**src/sv/psab_pkg.sv**
```systemverilog
`timescale 1ns / 1ps

package psab_pkg;

  localparam int SCREEN_COLUMNS = 256;
  localparam int SCREEN_ROWS    = 256;
  localparam int PIX_COUNT      = SCREEN_COLUMNS * SCREEN_ROWS;

  localparam int COL_W  = $clog2(SCREEN_COLUMNS);
  localparam int ROW_W  = $clog2(SCREEN_ROWS);
  localparam int ADDR_W = $clog2(PIX_COUNT);

  localparam int COLOR_W = 24;
  localparam int ALPHA_W = 8;
  localparam int CLIP_W  = 9;
  localparam int POS_W   = 11;
  localparam int CFG_IDX_W = 2;

  localparam int QUEUE_DEPTH = 4;
  localparam int QPTR_W      = $clog2(QUEUE_DEPTH);

  // input mode codes
  localparam logic [1:0] MODE_WRITE = 2'd0;
  localparam logic [1:0] MODE_BLEND = 2'd1;
  localparam logic [1:0] MODE_READ  = 2'd2;

  // configuration register indexes
  localparam logic [CFG_IDX_W-1:0] REG_CLIP_LEFT   = 2'd0;
  localparam logic [CFG_IDX_W-1:0] REG_CLIP_TOP    = 2'd1;
  localparam logic [CFG_IDX_W-1:0] REG_CLIP_RIGHT  = 2'd2;
  localparam logic [CFG_IDX_W-1:0] REG_CLIP_BOTTOM = 2'd3;

  localparam logic [ALPHA_W-1:0] ALPHA_OPAQUE = 8'hFF;
  localparam logic [ALPHA_W-1:0] ALPHA_CLEAR  = 8'h00;

  typedef enum logic [1:0] {
    OP_DROP  = 2'd0,
    OP_WRITE = 2'd1,
    OP_BLEND = 2'd2,
    OP_READ  = 2'd3
  } op_t;

  typedef struct packed {
    op_t                op;
    logic [ADDR_W-1:0]  addr;
    logic [COLOR_W-1:0] color;
    logic [ALPHA_W-1:0] alpha;
  } item_t;

endpackage

```
**src/sv/psab_queue.sv**
```systemverilog
`timescale 1ns / 1ps

module psab_queue (
  input  logic            clk,
  input  logic            rst_n,
  input  logic            push,
  input  psab_pkg::item_t push_item,
  input  logic            pop,
  output psab_pkg::item_t head_item,
  output logic            full,
  output logic            empty
);
  import psab_pkg::*;

  item_t             slot_r [QUEUE_DEPTH];
  logic [QPTR_W-1:0] wr_ptr_r, rd_ptr_r;
  logic [QPTR_W:0]   count_r, count_nxt;

  assign full      = (count_r == (QPTR_W+1)'(QUEUE_DEPTH));
  assign empty     = (count_r == '0);
  assign head_item = slot_r[rd_ptr_r];

  always_comb begin
    count_nxt = count_r;
    if (push && !(pop && !empty)) begin
      count_nxt = count_r + 1'b1;
    end else if (!push && pop && !empty) begin
      count_nxt = count_r - 1'b1;
    end
  end

  always_ff @(posedge clk) begin
    if (!rst_n) begin
      wr_ptr_r <= '0;
      rd_ptr_r <= '0;
      count_r  <= '0;
    end else begin
      count_r <= count_nxt;
      if (push) begin
        wr_ptr_r <= wr_ptr_r + 1'b1;
      end
      if (pop && !empty) begin
        rd_ptr_r <= rd_ptr_r + 1'b1;
      end
    end
  end

  always_ff @(posedge clk) begin
    if (push) begin
      slot_r[wr_ptr_r] <= push_item;
    end
  end

endmodule

```
**config.mk**
```make
export PLATFORM = sky130hd
export DESIGN_NAME = psab_queue
export DESIGN_NICKNAME = d
export VERILOG_FILES = /design/src/sv/psab_pkg.sv /design/src/sv/psab_queue.sv
export SDC_FILE = /design/constraint.sdc
export NUM_CORES = 1
export LEC_CHECK = 0
export ABC_AREA = 1
export BUFFER_PORTS_ARGS = -buffer_cell sky130_fd_sc_hd__buf_2
export CAP_MARGIN = 20
export CORE_MARGIN = 8
export CORE_UTILIZATION = 61
export DETAILED_ROUTE_END_ITERATION = 8
export GPL_ROUTABILITY_DRIVEN = 0
export GPL_TIMING_DRIVEN = 0
export PLACE_DENSITY = 0.9
export SETUP_SLACK_MARGIN = 0.02
export SYNTH_ARGS = -nofsm -noshare
export SYNTH_HDL_FRONTEND = slang
export SYNTH_SLANG_ARGS = --single-unit
```
**constraint.sdc**
```tcl
create_clock -name clk -period 4.3 [get_ports clk]
set_input_delay 0.86 -clock clk [delete_from_list [all_inputs] [get_ports clk]]
set_output_delay 0.86 -clock clk [all_outputs]
set_load 0.01 [all_outputs]
```
### Yosys cells after proc, flatten, opt, wreduce, memory -nomap -nowiden

Memories as Yosys holds them, arrays and structs flattened. A register that Yosys moved wholly into a read port is not among the register bits.
Index checks and enable logic that the tools add are counted.

* shift operators: 0
* eq/ne operators: 1
* divide/modulo/power cells: 0
* multiply operators: 0
* bitwise operators: 0
* add/subtract/negate cells: 4
* muxes and demuxes: 6
* magnitude comparators: 0
* reductions and logical operators: 9

Operators by type and width (count)
* two-way mux 3 bit: 2
* adder 2 x 1 -> 2 bit (second input constant): 2
* logical AND 1 bit: 4
* two-way mux 2 bit: 2
* adder 3 x 1 -> 3 bit (second input constant): 1
* == test 3 bit (second input constant): 1
* logical NOT 1 bit: 3
* logical NOT 3 bit: 1
* subtractor 3 x 1 -> 3 bit (second input constant): 1
* two-way mux 1 bit: 2
* nonzero test 2 bit: 1

* ROM bits: 0
* bits in latches: 0
* bits in writable memories: 200
* output and inout bits: 52
* memories kept: 1
* word-level logic and storage cells: 24
* register bits: 7

Memories
* slot_r: depth 4, bits a word 50, read ports 1, clocked after memory_dff 1, wr ports 1, line psab_queue.sv:15 `item_t slot_r [QUEUE_DEPTH];`

### Longest topological paths before layout

Gate-level depths: netlist (run 1).

* word-level depth: 6
* gate-level depth with buffers: 9

### Least setup slack after synthesis (run 1)

Ideal clock, no wire load.

* path type: input to register
* from: input push
* to: memory slot_r[0][0] in the netlist's numbering, enable pin
* cell stages on the path: 3
* buffers on the path: 1
* data arrival time: 2.000 ns
* setup slack: 1.896 ns
* data required time: 3.896 ns
* setup time: 0.404 ns
* path through: buf_6 -> nand2_1 -> inv_1

* word-level cells in the longest chain between the ends: 2

RTL lines
* start: declaration: line psab_queue.sv:6 `input logic push,`
* two-way mux 1 bit: line psab_queue.sv:49 `if (push) begin`
* two-way mux 1 bit (not written as such): line psab_queue.sv:50 `slot_r[wr_ptr_r] <= push_item;`
* end: declaration: line psab_queue.sv:15

Every way passes these cells.

==> results of run 1 <==
-- report_power, final --
group,internal [mW],switching (mW),total (mW),leakage (nW)
logic,0.264,0.491,0.755,1.17
registers,2.33,0.0331,2.36,1.91
clock network,0.909,0.693,1.60,0.295
total,3.50,1.22,4.72,3.38
-- critical path: stages, from the launching register on --
cell and delay [ps]:
dfxtp_1 380, inv_1 210, buf_2 280, o21ai_1 130, o22ai_1 200, buf_2 180
-- routing by layer --
layer / track usage (%) / wire, µm / up-vias
li1: - / - / 2302
met1: 24.2 / 6500 / 2515
met2: 37.9 / 9260 / 279
met3: 5.14 / 1710 / 34
met4: 6.35 / 318 / 4
met5: 0 / 27 / -
-- state kept, by name, summed over array words and instances (netlist names), named ones only --
signal,flops
count_r,3
rd_ptr_r,2
slot_r,200
wr_ptr_r,2
-- worst max-delay path by stage --
stage,start,endpoint,slack [ps]
2_1_floorplan,push,slot_r[0][0]$_DFFE_PP_,1900
4_1_cts,flop,head_item[48],1600
3_3_place_gp,push,slot_r[0][34]$_DFFE_PP_,1180
6_report,flop,head_item[48],1590
3_5_place_dp,flop,head_item[15],2120
5_1_grt,flop,head_item[15],1510
-- logic make-up (layout without fill, tap and decap cells) --
kind of cell    count (synthesis)  count (layout)  synth area share [%]
compound gates                159             159                  10.9
fa+ha+maj                       5               5                 0.887
buf+inv                        48             190                  3.40
flops                         209             209                  78.3
simple gates                  128             128                  6.54
-- per-stage QoR --
stage                     power [mW]  cell area (µm²)  utilization [%]  hold slack (ps)
after floorplan                 2.83             7900                -              437
after global placement          3.11             8640             68.5              446
after detailed placement        3.15             8720             69.1              469
after CTS                       4.73             9320             73.9              497
after global routing            4.88             9320             73.9              506
final                           4.72             9320             73.9              497
-- layout make-up --
class	instances	area [µm²]	area share [%]
sequential	209	6190	66.4
tap	172	215	2.31
inverter	16	62.6	0.671
multi-input combinational	292	1450	15.5
buffer	32	206	2.21
timing repair buffer	108	601	6.44
clock inverter	9	52.6	0.564
clock buffer	25	551	5.91
-- placed cells by master (no fill, tap or decap), types with 7 or more instances in the layout --
cell	count
nor2_1	107
dfxtp_1	9
clkbuf_16	21
buf_2	119
buf_4	14
o21ai_0	32
nand2_1	11
edfxtp_1	200
o22ai_1	50
inv_1	7
o21ai_1	71
inv_2	8
==> metrics.txt, run 1 <==
run status=completed; R2R Path End=slot_r[2][32]$_DFFE_PP_; port buffer count=104; CP arrival=1850 ps; CTS Sinks=209; initial DRC count=502; critical path class=flop to primary output; Startpoint Class=flop; Die Area=16,900 µm²; clk_lat worst skew=480 ps; Avg WL per Cell=20.6 µm; Unique masters post-synth=24; Yosys top cell area share=76.0%; minimum clock period=2710 ps; Final nets=738; cells on worst reg2reg path=5; top cells by area, synth=edfxtp_1, nor2_1, o21ai_1; Post-Syn Area=7900 µm²; WHS Endpoint=rd_ptr_r[1]$_SDFFE_PN0P_; Worst Hold Depth=2; hold_buf cts=0; fill count=812; Core Area=12,600 µm²; ys async rst share=0%; first-pass GRT wire length=27.3 mm; skew final=14.5 ps; n_diodes=0; initial antenna violation count=2; Root Buffer=clkbuf_16; # IOs=106; global route total overflow=0; drt total wl=17.8 mm; Max Freq=368 MHz; Worst-path clk slew=60 ps; Syn. warnings=0; setup repair bufs after CTS=0; site row count=41; Initial Utilization=62.6%; fin crit share=63.1%; Syn Area/Cell=14.4 µm²; post-route setup slack=1590 ps; crit-path max FO=10; Post-synth top cells=edfxtp_1, nor2_1, o21ai_1; min-delay worst type=flop to flop; DRC Markers=0; Layout Cells excl Fill=863; worst slack at placement=2120 ps; final setup fails=0; Die Ht=130 µm; CTS tree=yes; PwrDens=506 nW/µm²; leakage power=3.38 nW; share of cells above drive strength 1=26.5%; routed vias=5,134; Max-Cap Viols=0; post-DP HPWL=11.2 mm; Post-synth top flop=edfxtp_1; CTS buffer count=20; vias in the first global route=5,427; count leader, synth=edfxtp_1; Peak VDD IR=0.342 mV; H-tree levels=1; setup tns final=0 ps; synthesized flop and latch total=209; Vias/cell=5.95; Total GRT Usage=21.0%; Routed Antenna Nets=0; cell count after placement=829; worst-case clock buffer depth=3; register-to-register setup slack=2570 ps; RSZ-0062 raised after global routing=false; largest net degree at the start of global routing=31; CTS resizes=0; EDFF count, synth=200; Critical Path RT=3440 ps; Max transition margin=56.2%; Final Hold Viols=0; sequential share of the synthesized area=78.3%; Area growth syn-to-layout=18.0%; R2R Path Start=wr_ptr_r[0]$_SDFFE_PN0P_; Synth Net Count=608; Crit. End Element=primary output; Hold Path Origin=rd_ptr_r[1]$_SDFFE_PN0P_; Initial DRT Pass Iterations=5; die width=130 µm; Slew Limit Fails=0; Post-Synthesis Cells=549; area leader, netlist=edfxtp_1; Worst-Margin Slew=657 ps
(Power assumes the default switching activity.)
==> run 2, diff against run 1 <==
- ABC_AREA: 1 -> 0
- CORE_UTILIZATION: 61 -> 57
- PLACE_DENSITY: 0.9 -> 0.85
- clock period: 4.3 -> 2.5 ns (I/O delays scaled with it)
==> metrics.txt, run 2 <==
run status=completed; global route total overflow=0 (unchanged); Sw Pwr=2.30 mW (+89%); XOR/XNOR Fraction of Synth Area=0.566% (+0.57 points); PwrDens=994 nW/µm² (+96%); Syn Area/Cell=24.7 µm² (+72%); combinational share of power=21.3% (+5.3 points); Root Buffer=clkbuf_16; Die Ht=133 µm (+2.1%); largest net degree at the start of global routing=35 (+13%); DRC Markers=0 (unchanged); vias in the first global route=3,921 (-28%); CP max-delay cell=mux4_2; Vias/cell=5.62 (-5.6%); synthesized flop and latch total=209 (unchanged); Slew Limit Fails=0 (unchanged); Unique masters post-synth=29 (+21%); Final nets=503 (-32%); share of cells above drive strength 1=45.5% (+19 points); Largest Register=slot_r; skew final=8.71 ps (-5.74 ps); clock power share=33.6% (-0.3 points); Max transition margin=59.0% (+2.8 points); final setup fails=0 (unchanged); minimum clock period=2390 ps; delay-heaviest family, CP=buffers and inverters; CP arrival=1890 ps (+40 ps); initial antenna violation count=2 (unchanged); fin crit share=95.8%; max FFs per register=200 (unchanged); drt total wl=14.0 mm (-21%); Pint=6.93 mW (+98%); main combinational cell family by area after synthesis=multiplexers; CTS Sinks=209 (unchanged); site row count=42 (+2.4%); crit-path cells=clkbuf_4, buf_6, mux4_2, buf_2; Max-Cap Viols=0 (unchanged); leakage power=3.17 nW (-6.1%); Synth Area in Adders=0.905% (+0.019 points); Design Power=9.23 mW (+96%); Post-synth top cells=edfxtp_1, mux4_2, and2_1, dfxtp_1, buf_2; clk_lat worst skew=490 ps (about the same); setup repair bufs after CTS=0 (unchanged); most common cell after layout, fill and taps aside=edfxtp_1; Yosys top cell area share=77.6% (+1.6 points); register-to-register setup slack=460 ps (-2110 ps); port buffer count=105 (+0.96%); area leader, netlist=edfxtp_1; crit-path max cell delay=540 ps (+160 ps); Critical Path RT=2000 ps (-1440 ps); routed vias=3,572 (-30%); worst-case clock buffer depth=3 (unchanged); Max Freq=418 MHz; Die Area=17,600 µm² (+4.2%); ys async rst share=0% (unchanged); RSZ-0062 raised after global routing=false; worst hold slack=226 ps (-272 ps); Final Hold Viols=0 (unchanged); CTS buffer count=21 (+5.0%); # IOs=106 (unchanged); compound-cell area share of the yosys netlist=0.954% (-10 points); EDFF count, synth=200 (unchanged); Post-Synthesis Cells=313 (-43%); die width=133 µm (+2.1%); Post-Synth Simple-Gate Area=1.62% (-4.9 points); Worst-path clk slew=60 ps (about the same); top cells by area, synth=edfxtp_1, mux4_2, dfxtp_1; part of the power in registers=45.1% (-4.9 points); Startpoint Class=flop; hold_buf cts=0 (unchanged); Initial Utilization=58.4% (-4.2 points); post-route setup slack=106 ps (-1480 ps); biggest regs=slot_r: 200 flops, count_r: 3 flops; Core Area=13,200 µm² (+4.9%); cell count after placement=598 (-28%); Avg WL per Cell=22.1 µm (+6.9%); Area growth syn-to-layout=19.9%; Peak VDD IR=0.716 mV (+110%); sequential share of the synthesized area=79.9% (+1.7 points); Initial DRT Pass Iterations=4 (-1); Total GRT Usage=15.8% (-5.2 points); critical path class=flop to primary output; H-tree levels=1 (unchanged); count leader, synth=edfxtp_1; Worst Path Buf+Inv=3 (unchanged); Synth Net Count=372 (-39%); worst slack at placement=428 ps (-1690 ps); CTS tree=yes; Syn. warnings=0 (unchanged); crit-path max FO=10 (unchanged); post-synthesis mux area share=14.7% (+15 points); first-pass GRT wire length=21.7 mm (-21%); post-DP HPWL=8.68 mm (-22%); initial DRC count=280 (-44%); Post-synth top flop=edfxtp_1; Worst-Margin Slew=616 ps (-41.2 ps); Post-Syn Area=7740 µm² (-2.1%); min-delay worst type=input port to flop; Crit. End Element=primary output; switching part of the total=24.9% (-0.86 points); commonest cells after routing, fill and taps aside=edfxtp_1, buf_2, mux4_2, clkbuf_16, dfxtp_1; Layout Cells excl Fill=636 (-26%); Routed Antenna Nets=0 (unchanged)
-- run 2: layout make-up --
| class | count | area, µm² |
|---|---|---|
| Timing Repair Buffer | 109 | 606 |
| Sequential cell | 209 | 6190 |
| Clock buffer | 24 | 537 |
| Antenna cell | 1 | 2.50 |
| Clock inverter | 14 | 156 |
| Multi-Input combinational cell | 89 | 1450 |
| Fill cell | 838 | 3960 |
| Tap cell | 176 | 220 |
| Inverter | 2 | 7.51 |
| Buffer | 12 | 110 |
-- run 2: timing repair --
item,CTS,global route
setup endpoints to repair,7,39
resized for setup,2,4
endpoints found under the hold margin,0,0
cloned,0,0
-- run 2: routing by layer --
metal | GRT usage (%) | vias to the layer above | share of wire [%]
li1 | - | 1596 | -
met1 | 18.9 | 1844 | 40
met2 | 27.5 | 106 | 52
met3 | 4.09 | 24 | 6.0
met4 | 4.79 | 2 | 1.7
met5 | 0 | - | 0.057
-- run 2: metrics by stage --
stage / setup TNS [ps] / cell area, µm² / utilization [%]
final: 0 / 9280 / 70.1
after floorplan: 0 / 7740 / -
after detailed placement: 0 / 8570 / 64.7
after global routing: 0 / 9280 / 70.1
after CTS: 0 / 9270 / 70.0
after global placement: -150020 / 8490 / 64.1
-- run 2: cell families after synthesis --
group           count (synthesis)
compound gates                  8
fa+ha+maj                       5
buf+inv                        15
mux                            51
simple gates                   20
flops                         209
xor+xnor                        5
-- run 2: worst reg2reg max path: cells and delay by family, from the launching register on --
family | cells | cell delay, ps
adders and majority gates | 1 | 430
AOI/OAI and AO/OA | 2 | 520
and+or+nand+nor | 3 | 630
DFF | 1 | 410
-- run 2: power by group through the flow --
| stage | Combinational [mW] | Sequential [mW] | Clock, mW |
|---|---|---|---|
| floorplan | 1.33 | 4.20 | 0 |
| global placement | 1.92 | 4.22 | 0 |
| detailed placement | 1.99 | 4.22 | 0 |
| CTS | 2.01 | 4.15 | 3.15 |
| global route | 2.13 | 4.18 | 3.30 |
| finish | 1.97 | 4.16 | 3.10 |
-- run 2: worst paths after layout --
kind,endpoint,depth (start not counted),from
max,head_item[33],4,flop
min,slot_r[3][0]$_DFFE_PP_,1,push_item[0]
min reg2reg,wr_ptr_r[1]$_SDFFE_PN0P_,2,wr_ptr_r[1]$_SDFFE_PN0P_
max reg2reg,count_r[2]$_SDFFE_PN0P_,6,count_r[1]$_SDFFE_PN0P_
