### config.mk
export PLATFORM = sky130hd
export DESIGN_NAME = psab_front
export DESIGN_NICKNAME = d
export VERILOG_FILES = /design/src/sv/psab_pkg.sv /design/src/sv/psab_front.sv
export SDC_FILE = /design/constraint.sdc
export NUM_CORES = 1
export LEC_CHECK = 0
export ABC_AREA = 1
export BUFFER_PORTS_ARGS = -buffer_cell sky130_fd_sc_hd__buf_2
export CORE_UTILIZATION = 46
export DETAILED_ROUTE_END_ITERATION = 10
export PLACE_DENSITY = 0.74
export SETUP_SLACK_MARGIN = 0.15
export SLEW_MARGIN = 20
export SYNTH_ARGS = -nofsm -noshare
export SYNTH_HDL_FRONTEND = slang
export SYNTH_SLANG_ARGS = --single-unit
### constraint.sdc
create_clock -name clk -period 6.4 [get_ports clk]
set_input_delay 0.96 -clock clk [delete_from_list [all_inputs] [get_ports clk]]
set_output_delay 0.96 -clock clk [all_outputs]
set_load 0.01 [all_outputs]
### src/sv/psab_pkg.sv
`timescale 1ns / 1ps

package psab_pkg;

  localparam int SCREEN_COLUMNS = 256;
  localparam int SCREEN_ROWS    = 256;
  localparam int PIX_COUNT      = SCREEN_COLUMNS * SCREEN_ROWS;

  localparam int COL_W  = $clog2(SCREEN_COLUMNS);
  localparam int ROW_W  = $clog2(SCREEN_ROWS);
  localparam int ADDR_W = $clog2(PIX_COUNT);

  localparam int COLOR_W = 24;
  localparam int ALPHA_W = 8;
  localparam int CLIP_W  = 9;
  localparam int POS_W   = 11;
  localparam int CFG_IDX_W = 2;

  localparam int QUEUE_DEPTH = 4;
  localparam int QPTR_W      = $clog2(QUEUE_DEPTH);

  // input mode codes
  localparam logic [1:0] MODE_WRITE = 2'd0;
  localparam logic [1:0] MODE_BLEND = 2'd1;
  localparam logic [1:0] MODE_READ  = 2'd2;

  // configuration register indexes
  localparam logic [CFG_IDX_W-1:0] REG_CLIP_LEFT   = 2'd0;
  localparam logic [CFG_IDX_W-1:0] REG_CLIP_TOP    = 2'd1;
  localparam logic [CFG_IDX_W-1:0] REG_CLIP_RIGHT  = 2'd2;
  localparam logic [CFG_IDX_W-1:0] REG_CLIP_BOTTOM = 2'd3;

  localparam logic [ALPHA_W-1:0] ALPHA_OPAQUE = 8'hFF;
  localparam logic [ALPHA_W-1:0] ALPHA_CLEAR  = 8'h00;

  typedef enum logic [1:0] {
    OP_DROP  = 2'd0,
    OP_WRITE = 2'd1,
    OP_BLEND = 2'd2,
    OP_READ  = 2'd3
  } op_t;

  typedef struct packed {
    op_t                op;
    logic [ADDR_W-1:0]  addr;
    logic [COLOR_W-1:0] color;
    logic [ALPHA_W-1:0] alpha;
  } item_t;

endpackage

### src/sv/psab_front.sv
`timescale 1ns / 1ps

module psab_front (
  input  logic                                 clk,
  input  logic                                 rst_n,
  input  logic                                 cfg_we,
  input  logic [psab_pkg::CFG_IDX_W-1:0]       cfg_index,
  input  logic [psab_pkg::CLIP_W-1:0]          cfg_wdata,
  input  logic                                 in_valid,
  output logic                                 in_stall,
  input  logic [1:0]                           in_mode,
  input  logic signed [psab_pkg::POS_W-1:0]    in_pos_x,
  input  logic signed [psab_pkg::POS_W-1:0]    in_pos_y,
  input  logic [psab_pkg::COLOR_W-1:0]         in_pixel_color,
  input  logic [psab_pkg::ALPHA_W-1:0]         in_blend_alpha,
  input  logic                                 clearing,
  input  logic                                 q_full,
  output logic                                 push,
  output psab_pkg::item_t                      push_item
);
  import psab_pkg::*;

  logic [CLIP_W-1:0] clip_left_r, clip_top_r, clip_right_r, clip_bottom_r;
  logic              fr_valid_r, fr_valid_nxt;
  item_t             fr_item_r, fr_item_nxt;

  logic signed [POS_W:0] xs, ys;
  logic                  vis, in_clip, in_acc;
  logic [COL_W-1:0]      x_u;
  logic [ROW_W-1:0]      y_u;

  always_ff @(posedge clk) begin
    if (!rst_n) begin
      clip_left_r   <= '0;
      clip_top_r    <= '0;
      clip_right_r  <= CLIP_W'(256);
      clip_bottom_r <= CLIP_W'(256);
    end else if (cfg_we) begin
      unique case (cfg_index)
        REG_CLIP_LEFT:   clip_left_r   <= cfg_wdata;
        REG_CLIP_TOP:    clip_top_r    <= cfg_wdata;
        REG_CLIP_RIGHT:  clip_right_r  <= cfg_wdata;
        REG_CLIP_BOTTOM: clip_bottom_r <= cfg_wdata;
        default: ;
      endcase
    end
  end

  always_comb begin
    xs = {in_pos_x[POS_W-1], in_pos_x};
    ys = {in_pos_y[POS_W-1], in_pos_y};
    vis = (xs >= 0) && (xs < $signed((POS_W+1)'(SCREEN_COLUMNS))) &&
          (ys >= 0) && (ys < $signed((POS_W+1)'(SCREEN_ROWS)));
    in_clip = (xs >= $signed({3'b000, clip_left_r})) &&
              (xs <  $signed({3'b000, clip_right_r})) &&
              (ys >= $signed({3'b000, clip_top_r})) &&
              (ys <  $signed({3'b000, clip_bottom_r}));
    x_u = in_pos_x[COL_W-1:0];
    y_u = in_pos_y[ROW_W-1:0];

    fr_item_nxt.addr  = ADDR_W'(y_u) * ADDR_W'(SCREEN_COLUMNS) + ADDR_W'(x_u);
    fr_item_nxt.color = in_pixel_color;
    fr_item_nxt.alpha = in_blend_alpha;
    case (in_mode)
      MODE_WRITE: fr_item_nxt.op = (vis && in_clip) ? OP_WRITE : OP_DROP;
      MODE_BLEND: fr_item_nxt.op = (vis && in_clip) ? OP_BLEND : OP_DROP;
      MODE_READ:  fr_item_nxt.op = vis ? OP_READ : OP_DROP;
      default:    fr_item_nxt.op = OP_DROP;
    endcase
  end

  assign push     = fr_valid_r && !q_full;
  assign in_stall = clearing || (fr_valid_r && q_full);
  assign in_acc   = in_valid && !in_stall;

  always_comb begin
    fr_valid_nxt = fr_valid_r;
    if (in_acc) begin
      fr_valid_nxt = 1'b1;
    end else if (push) begin
      fr_valid_nxt = 1'b0;
    end
  end

  always_ff @(posedge clk) begin
    if (!rst_n) begin
      fr_valid_r <= 1'b0;
    end else begin
      fr_valid_r <= fr_valid_nxt;
    end
  end

  always_ff @(posedge clk) begin
    if (in_acc) begin
      fr_item_r <= fr_item_nxt;
    end
  end

  assign push_item = fr_item_r;

endmodule

* Word-level counts from Yosys, hierarchy flattened *
Index checks and enable logic that the tools add are counted.

storage, ports and cells
  flip-flop bits (word level) = 87
  input port bits = 73

operators by class
  add/sub/neg operators = 1
  $lt $le $gt $ge = 8
  equality and inequality tests = 5
  multiplexer cells = 6
  reduce and logical (&&, ||, !) cells = 20

operators by type and width
  operator                number
  $ge A11 B1 Y1 const B   2
  $ge A11 B10 Y1          2
  $lt A11 B10 Y1          2
  $lt A11 B10 Y1 const B  2
  $add A16 B8 Y16         1
  $logic_and A1 B1 Y1     10
  $reduce_and A2 Y1       4
  $eq A2 B2 Y1 const B    3
  $pmux W2 S3             1
  $eq A2 B1 Y1 const B    2
  $logic_not A2 Y1        2
  $mux W2                 2
  $mux W1                 3
  $logic_not A1 Y1        2
  $reduce_bool A2 Y1      1
  $logic_or A1 B1 Y1      1

* Depth between registers and ports, before layout *
Gate-level depths: netlist of run 1.

  word-level depth = 7
  gate-level depth with buffers = 13
  mapped depth without buffers = 13

* Worst setup path before layout of run 1 *
No wires, ideal clock.

  path type = input-to-reg
  from = input q_full
  to = register fr_item_r (netlist bit push_item[0]) (enable)
  setup time = 0.458 ns
  arrival = 3.240 ns
  required time = 5.942 ns
  slack = 2.702 ns
  cell stages on the path = 3
  cell sequence = nand2_1 nand2_1 nor2_1

between the ends
  cells in the longest elaborated chain, start to end = 4

ends and longest elaborated chain
  what                  line              RTL
  start, declared       psab_front.sv:17  input logic q_full,
  $logic_and A1 B1 Y1   psab_front.sv:73  assign in_stall = clearing || (fr_valid_r && q_full);
  $logic_or A1 B1 Y1    psab_front.sv:73
  via in_stall          psab_front.sv:10  output logic in_stall,
  $logic_not A1 Y1      psab_front.sv:74  assign in_acc = in_valid && !in_stall;
  $logic_and A1 B1 Y1   psab_front.sv:74
  end signal, assigned  psab_front.sv:95  fr_item_r <= fr_item_nxt;
  end, declared         psab_front.sv:25  item_t fr_item_r, fr_item_nxt;

The timed path passes the listed nets, and every way through them passes these cells.
A chain may end at the register's enable or synchronous reset.

* Worst setup path after layout of run 1 *
  from = input q_full
  to = output in_stall

between the ends
  cells in the longest elaborated chain, start to end = 2

ends and longest elaborated chain
  what                 line
  $logic_and A1 B1 Y1  psab_front.sv:73
  $logic_or A1 B1 Y1   psab_front.sv:73
  end, declared        psab_front.sv:10

Every way passes these cells.

==> flow_summary.json, run 1 <==
{
  "status": "finished, final reports clean",
  "fin_crit_ps": 2350,
  "critPathKind": "input pin to primary output",
  "antenna_found_initial": 0,
  "cpLargestDelayFamily": "buffers and inverters",
  "num_vias": 3015,
  "vdd_drop_max_mv": 0.101,
  "ctsHoldBuffers": 0,
  "rr_endpoint": "push_item[49]",
  "dp_hpwl_mm": 6.18,
  "synth_top_area_share_pct": 39.4,
  "cap_viol_max_count": 0,
  "rows": 32,
  "grt_usage_pct": 19.5,
  "synth_warnings": 0,
  "setup_viol": 0,
  "post_cts_resize_count": 0,
  "die_h_um": 93.0,
  "syn-num-nets": 482,
  "first_pass_iters": 4,
  "cts_made_buffers": 9,
  "clock_latency_ps": 350,
  "layoutNonFillerInstCount": 610,
  "fillers": 675,
  "synthesis.area_mm2": 0.00381,
  "hp-start": "clip_top_r[3]",
  "vias_per_cell": 4.94,
  "core-area_mm2": 0.00789,
  "grt_pass1_vias": 2829,
  "final_layout_size_suffix_gt1_share_pct": 29.7,
  "hold_ws_ps": 460,
  "detail-route-antenna-nets": 0,
  "cts_setup_buffers": 0,
  "utilization_pct": 59.9,
  "worst-r2r-cell-count": 11,
  "fmax_ghz": 0.425,
  "cts.sinks": 87,
  "overflow": 0,
  "layout_commonest_cell": "buf_2",
  "fin_worst_skew_ps": 9.28,
  "avgRoutedWirePerCell_um": 13.5,
  "synth_top_area_cell": "edfxtp_1",
  "synthCells": 375,
  "cp_max_fo": 2,
  "cts_tree": "yes",
  "drv_slew": 0,
  "setup-tns-final_ps": 0,
  "avgSynthCellArea_um2": 10.2,
  "synth_area_leaders": "edfxtp_1, dfxtp_1, ha_1",
  "area_delta_synth_final_pct": 24.0,
  "r2r-start": "clip_right_r[8]",
  "place_area_mm2": 0.00452,
  "dp_cells": 594,
  "ys_seq_area_share_pct": 58.8,
  "die_w_um": 93.0,
  "cp_slowest_stage_delay_ps": 160,
  "cp.buffers_inverters": 2,
  "gp_congestion": 0.840,
  "leakagePower_nw": 2.09,
  "wl_mm": 8.22,
  "hold_depth": 2,
  "end_kind": "primary output",
  "clockBufferDepth": 2,
  "layout_common_cells": "buf_2, inv_1, nand2_1, edfxtp_1, a21oi_1",
  "fin_area_mm2": 0.00473,
  "diodes": 0,
  "power_density_mw_per_mm2": 245,
  "synth_seq_cells": 87,
  "r2r_slack_ps": 4730,
  "htreeDepth": 3,
  "clkTransAtPathRegs_ps": 80,
  "hold_end": "clip_top_r[3]",
  "hold_violations": 0,
  "crit_slowest_cell": "buf_2",
  "cp.arrival_ps": 1390,
  "synthDistinctLibCells": 25,
  "start_util_pct": 48.3,
  "worstPathCellList": "buf_2 > nand2_1 > nand2_1 > buf_2",
  "finalCritPeriodShare_pct": 36.8,
  "worst_pin_slew_ps": 670,
  "io_buffers": 124,
  "critical_path_required_ps": 5440,
  "clk_root_buffer_cell": "clkbuf_8",
  "rsz0062_at_grt": "no",
  "relSlewSlack_pct": 55.3,
  "min_path_type": "flip-flop to flip-flop",
  "nNetsFinal": 610,
  "grt_max_degree": 51,
  "grt_pass1_wl_mm": 12.9,
  "die_area_mm2": 0.00866,
  "cp-start-kind": "input pin",
  "route.detailed.drc": 0,
  "drtIter0Drc": 193,
  "io_pins": 125
}
cells in the mapped netlist (all sizes together):
library cell	instances
ha	34
edfxtp	50
nor4	1
nand3	8
clkbuf	3
nor3b	2
buf	5
nor3	2
nand2	57
inv	60
or2	1
nor2	32
o21ai	37
o211ai	2
a211oi	2
a21oi	40
nand4	2
dfxtp	37
where the power goes:
part / internal (W) / switching [W]
Clock: 0.000185 / 0.000204
Sequential: 0.000619 / 0.00000632
Combinational: 0.0000574 / 0.0000855
worst min-delay path: cells and delay by family, from the launching register on:
kind	cells	cell delay, ps
compound gates	1	50
buf+inv	1	60
flops	1	300
cell families (layout without fill, tap and decap cells):
family	count (synthesis)	count (layout)	synth area share [%]
fa+ha+maj	34	34	11.2
flops	87	87	58.8
compound gates	81	81	11.2
buf+inv	68	201	7.25
simple gates	105	105	11.6
cell type report:
class / count / area [um^2] / share of cell area, %
clock buffer: 9 / 124 / 2.62
multi-input combinational: 220 / 1300 / 27.5
sequential: 87 / 2240 / 47.4
inverter: 60 / 225 / 4.76
timing repair buffer: 125 / 628 / 13.3
clock inverter: 7 / 78.8 / 1.67
tap: 102 / 128 / 2.70
worst max path at each step:
stage / start / to / slack (ps) / cells past startpoint
2_1_floorplan: q_full / push_item[0] / 2700 / 3
3_5_place_dp: in_pos_x[8] / push_item[49] / 4000 / 11
6_report: q_full / in_stall / 4050 / 4
4_1_cts: q_full / in_stall / 4040 / 4
5_1_grt: q_full / in_stall / 3980 / 4
3_3_place_gp: in_pos_x[8] / push_item[49] / 4060 / 11
metrics by stage:
| stage | worst slack, ps | total power (W) |
|---|---|---|
| 2_1_floorplan | 2700 | 0.000720 |
| 3_3_place_gp | 4060 | 0.000775 |
| 3_5_place_dp | 4000 | 0.000781 |
| 4_1_cts | 4040 | 0.00117 |
| 5_1_grt | 3980 | 0.00121 |
| 6_report | 4050 | 0.00116 |
flip-flops by register name, summed over array words and instances, names as in the netlist:
signal         flops
clip_right_r       9
clip_bottom_r      9
fr_valid_r         1
clip_left_r        9
clip_top_r         9
push_item         50
metal layers:
layer | GRT usage [%] | vias to the layer above | share of wire (%)
li1 | - | 1513 | -
met1 | 24.9 | 1366 | 45
met2 | 32.4 | 125 | 46
met3 | 3.74 | 11 | 7.8
met4 | 8.21 | 0 | 1.6
met5 | 0 | - | 0
(Power assumes the default switching activity.)
==> run 2, diff against run 1 <==
--- a/config.mk
+++ b/config.mk
@@ -9,7 +9,7 @@
 export BUFFER_PORTS_ARGS = -buffer_cell sky130_fd_sc_hd__buf_2
 export CORE_UTILIZATION = 46
 export DETAILED_ROUTE_END_ITERATION = 10
-export PLACE_DENSITY = 0.74
+export PLACE_DENSITY = 0.77
 export SETUP_SLACK_MARGIN = 0.15
 export SLEW_MARGIN = 20
 export SYNTH_ARGS = -nofsm -noshare
==> constraint.sdc (replaced) <==
create_clock -name clk -period 2.05 [get_ports clk]
set_input_delay 0.3075 -clock clk [delete_from_list [all_inputs] [get_ports clk]]
set_output_delay 0.3075 -clock clk [all_outputs]
set_load 0.01 [all_outputs]
==> flow_summary.json, run 2 (synthesis results as in run 1) <==
{
  "nNetsFinal": 611,
  "setup-tns-final_ps": 0,
  "clockBufferDepth": 2,
  "vias_per_cell": 4.95,
  "htreeDepth": 3,
  "min_path_type": "input pin to flip-flop",
  "seqPwrFrac_pct": 56.6,
  "fin_area_mm2": 0.00470,
  "setup_viol": 0,
  "pre_cts_ws_ps": 303,
  "status": "finished, final reports clean",
  "rows": 32,
  "end_kind": "flip-flop",
  "grt_usage_pct": 19.6,
  "cap_viol_max_count": 0,
  "largest_reg_flops": 50,
  "finalCritPeriodShare_pct": 81.0,
  "p_comb_share_pct": 12.9,
  "fmax_ghz": 0.603,
  "start_util_pct": 48.3,
  "area_delta_synth_final_pct": 23.4,
  "hold_violations": 0,
  "critPathKind": "flip-flop to flip-flop",
  "relSlewSlack_pct": 63.1,
  "fillers": 686,
  "power_density_mw_per_mm2": 733,
  "clkPwrFrac_pct": 30.5,
  "power.switching_w": 0.000899,
  "grt_pass1_vias": 2755,
  "drtIter0Drc": 123,
  "wl_mm": 8.24,
  "layoutNonFillerInstCount": 610,
  "avgRoutedWirePerCell_um": 13.5,
  "clock_latency_ps": 350,
  "utilization_pct": 59.6,
  "overflow": 0,
  "die_w_um": 93.0,
  "grt_pass1_wl_mm": 12.9,
  "final_layout_size_suffix_gt1_share_pct": 29.9,
  "drv_slew": 0,
  "num_vias": 3021,
  "critical_path_required_ps": 2160,
  "post_cts_resize_count": 0,
  "leakagePower_nw": 2.08,
  "cts_setup_buffers": 0,
  "antenna_found_initial": 0,
  "cp.arrival_ps": 1770,
  "cts_made_buffers": 9,
  "dp_cells": 595,
  "grt_max_degree": 39,
  "clkTransAtPathRegs_ps": 90,
  "diodes": 0,
  "cp-start-kind": "flip-flop",
  "die_h_um": 93.0,
  "core-area_mm2": 0.00789,
  "rsz0062_at_grt": "no",
  "ctsHoldBuffers": 0,
  "fin_crit_ps": 1660,
  "cp_max_fo": 2,
  "dp_hpwl_mm": 6.37,
  "die_area_mm2": 0.00866,
  "io_buffers": 124,
  "worst_pin_slew_ps": 553,
  "first_pass_iters": 5,
  "gp_congestion": 0.835,
  "multiInputGateArea_mm2": 0.00130,
  "place_area_mm2": 0.00453,
  "layout_common_cells": "buf_2, inv_1, nand2_1, edfxtp_1, a21oi_1",
  "vdd_drop_max_mv": 0.306,
  "cts_tree": "yes",
  "p_int_w": 0.00255,
  "io_pins": 125,
  "fin_worst_skew_ps": 7.89,
  "setup_ws_ps": 390,
  "cts.sinks": 87,
  "layout_commonest_cell": "buf_2",
  "detail-route-antenna-nets": 0,
  "seq_area_mm2": 0.00224,
  "swShare_pct": 26.1,
  "clk_root_buffer_cell": "clkbuf_8",
  "route.detailed.drc": 0
}
-- run 2: cell count changes in the layout (fill, tap and decap cells not counted) --
cell        previous run  this run
buf_4                  1         2
inv_6                  2         0
clkinvlp_4             1         3
inv_8                  1         0
clkinv_1               1         0
bufinv_16              1         0
clkinv_4               1         3
-- run 2: area by class of cell --
| type | count | share of cell area (%) |
|---|---|---|
| Tap cell | 102 | 2.71 |
| Timing Repair Buffer | 126 | 13.5 |
| Sequential cell | 87 | 47.7 |
| Clock inverter | 6 | 1.04 |
| Multi-Input combinational cell | 220 | 27.7 |
| Inverter | 60 | 4.79 |
| Clock buffer | 9 | 2.63 |
-- run 2: path summary, 6_finish.rpt --
| path | slack (ps) | cells after the start | start | end |
|---|---|---|---|---|
| worst min-delay path | 120 | 1 | in_pixel_color[20] | push_item[28] |
| worst min register to register | 460 | 2 | clip_left_r[8] | clip_left_r[8] |
| worst max-delay path | 390 | 11 | clip_bottom_r[8] | push_item[48] |
| worst max register to register | 390 | 11 | clip_bottom_r[8] | push_item[48] |
-- run 2: worst max-delay path, cell delays in order (launching register included) --
cell     delay (ps)
dfxtp_1         310
inv_1            50
ha_1            310
nand2_1          60
nor2_1          150
nand2_1          70
a21oi_1         110
nor2_1           60
nand2_1          70
nor2_1           40
nor2_1          130
nor2_1           60
-- run 2: power groups by stage --
| stage | registers [W] | logic [W] | clock network (W) |
|---|---|---|---|
| floorplan | 0.00201 | 0.000231 | 0 |
| global placement | 0.00199 | 0.000430 | 0 |
| detailed placement | 0.00199 | 0.000447 | 0 |
| CTS | 0.00195 | 0.000449 | 0.00108 |
| global route | 0.00196 | 0.000509 | 0.00115 |
| finish | 0.00195 | 0.000447 | 0.00105 |
-- run 2: metrics by stage --
stage          hold slack (ps)  power (W)
2_1_floorplan              406    0.00225
3_3_place_gp               444    0.00242
3_5_place_dp               453    0.00244
4_1_cts                    109    0.00349
5_1_grt                    103    0.00362
6_report                   123    0.00345
-- run 2: per-layer routing --
metal / global-route usage, % / part of all wire (%) / vias to the layer above
met5: 0 / 0 / -
met4: 8.85 / 2.2 / 0
met3: 4.15 / 8.1 / 17
met2: 30.9 / 45 / 141
met1: 25.8 / 45 / 1352
li1: - / - / 1511
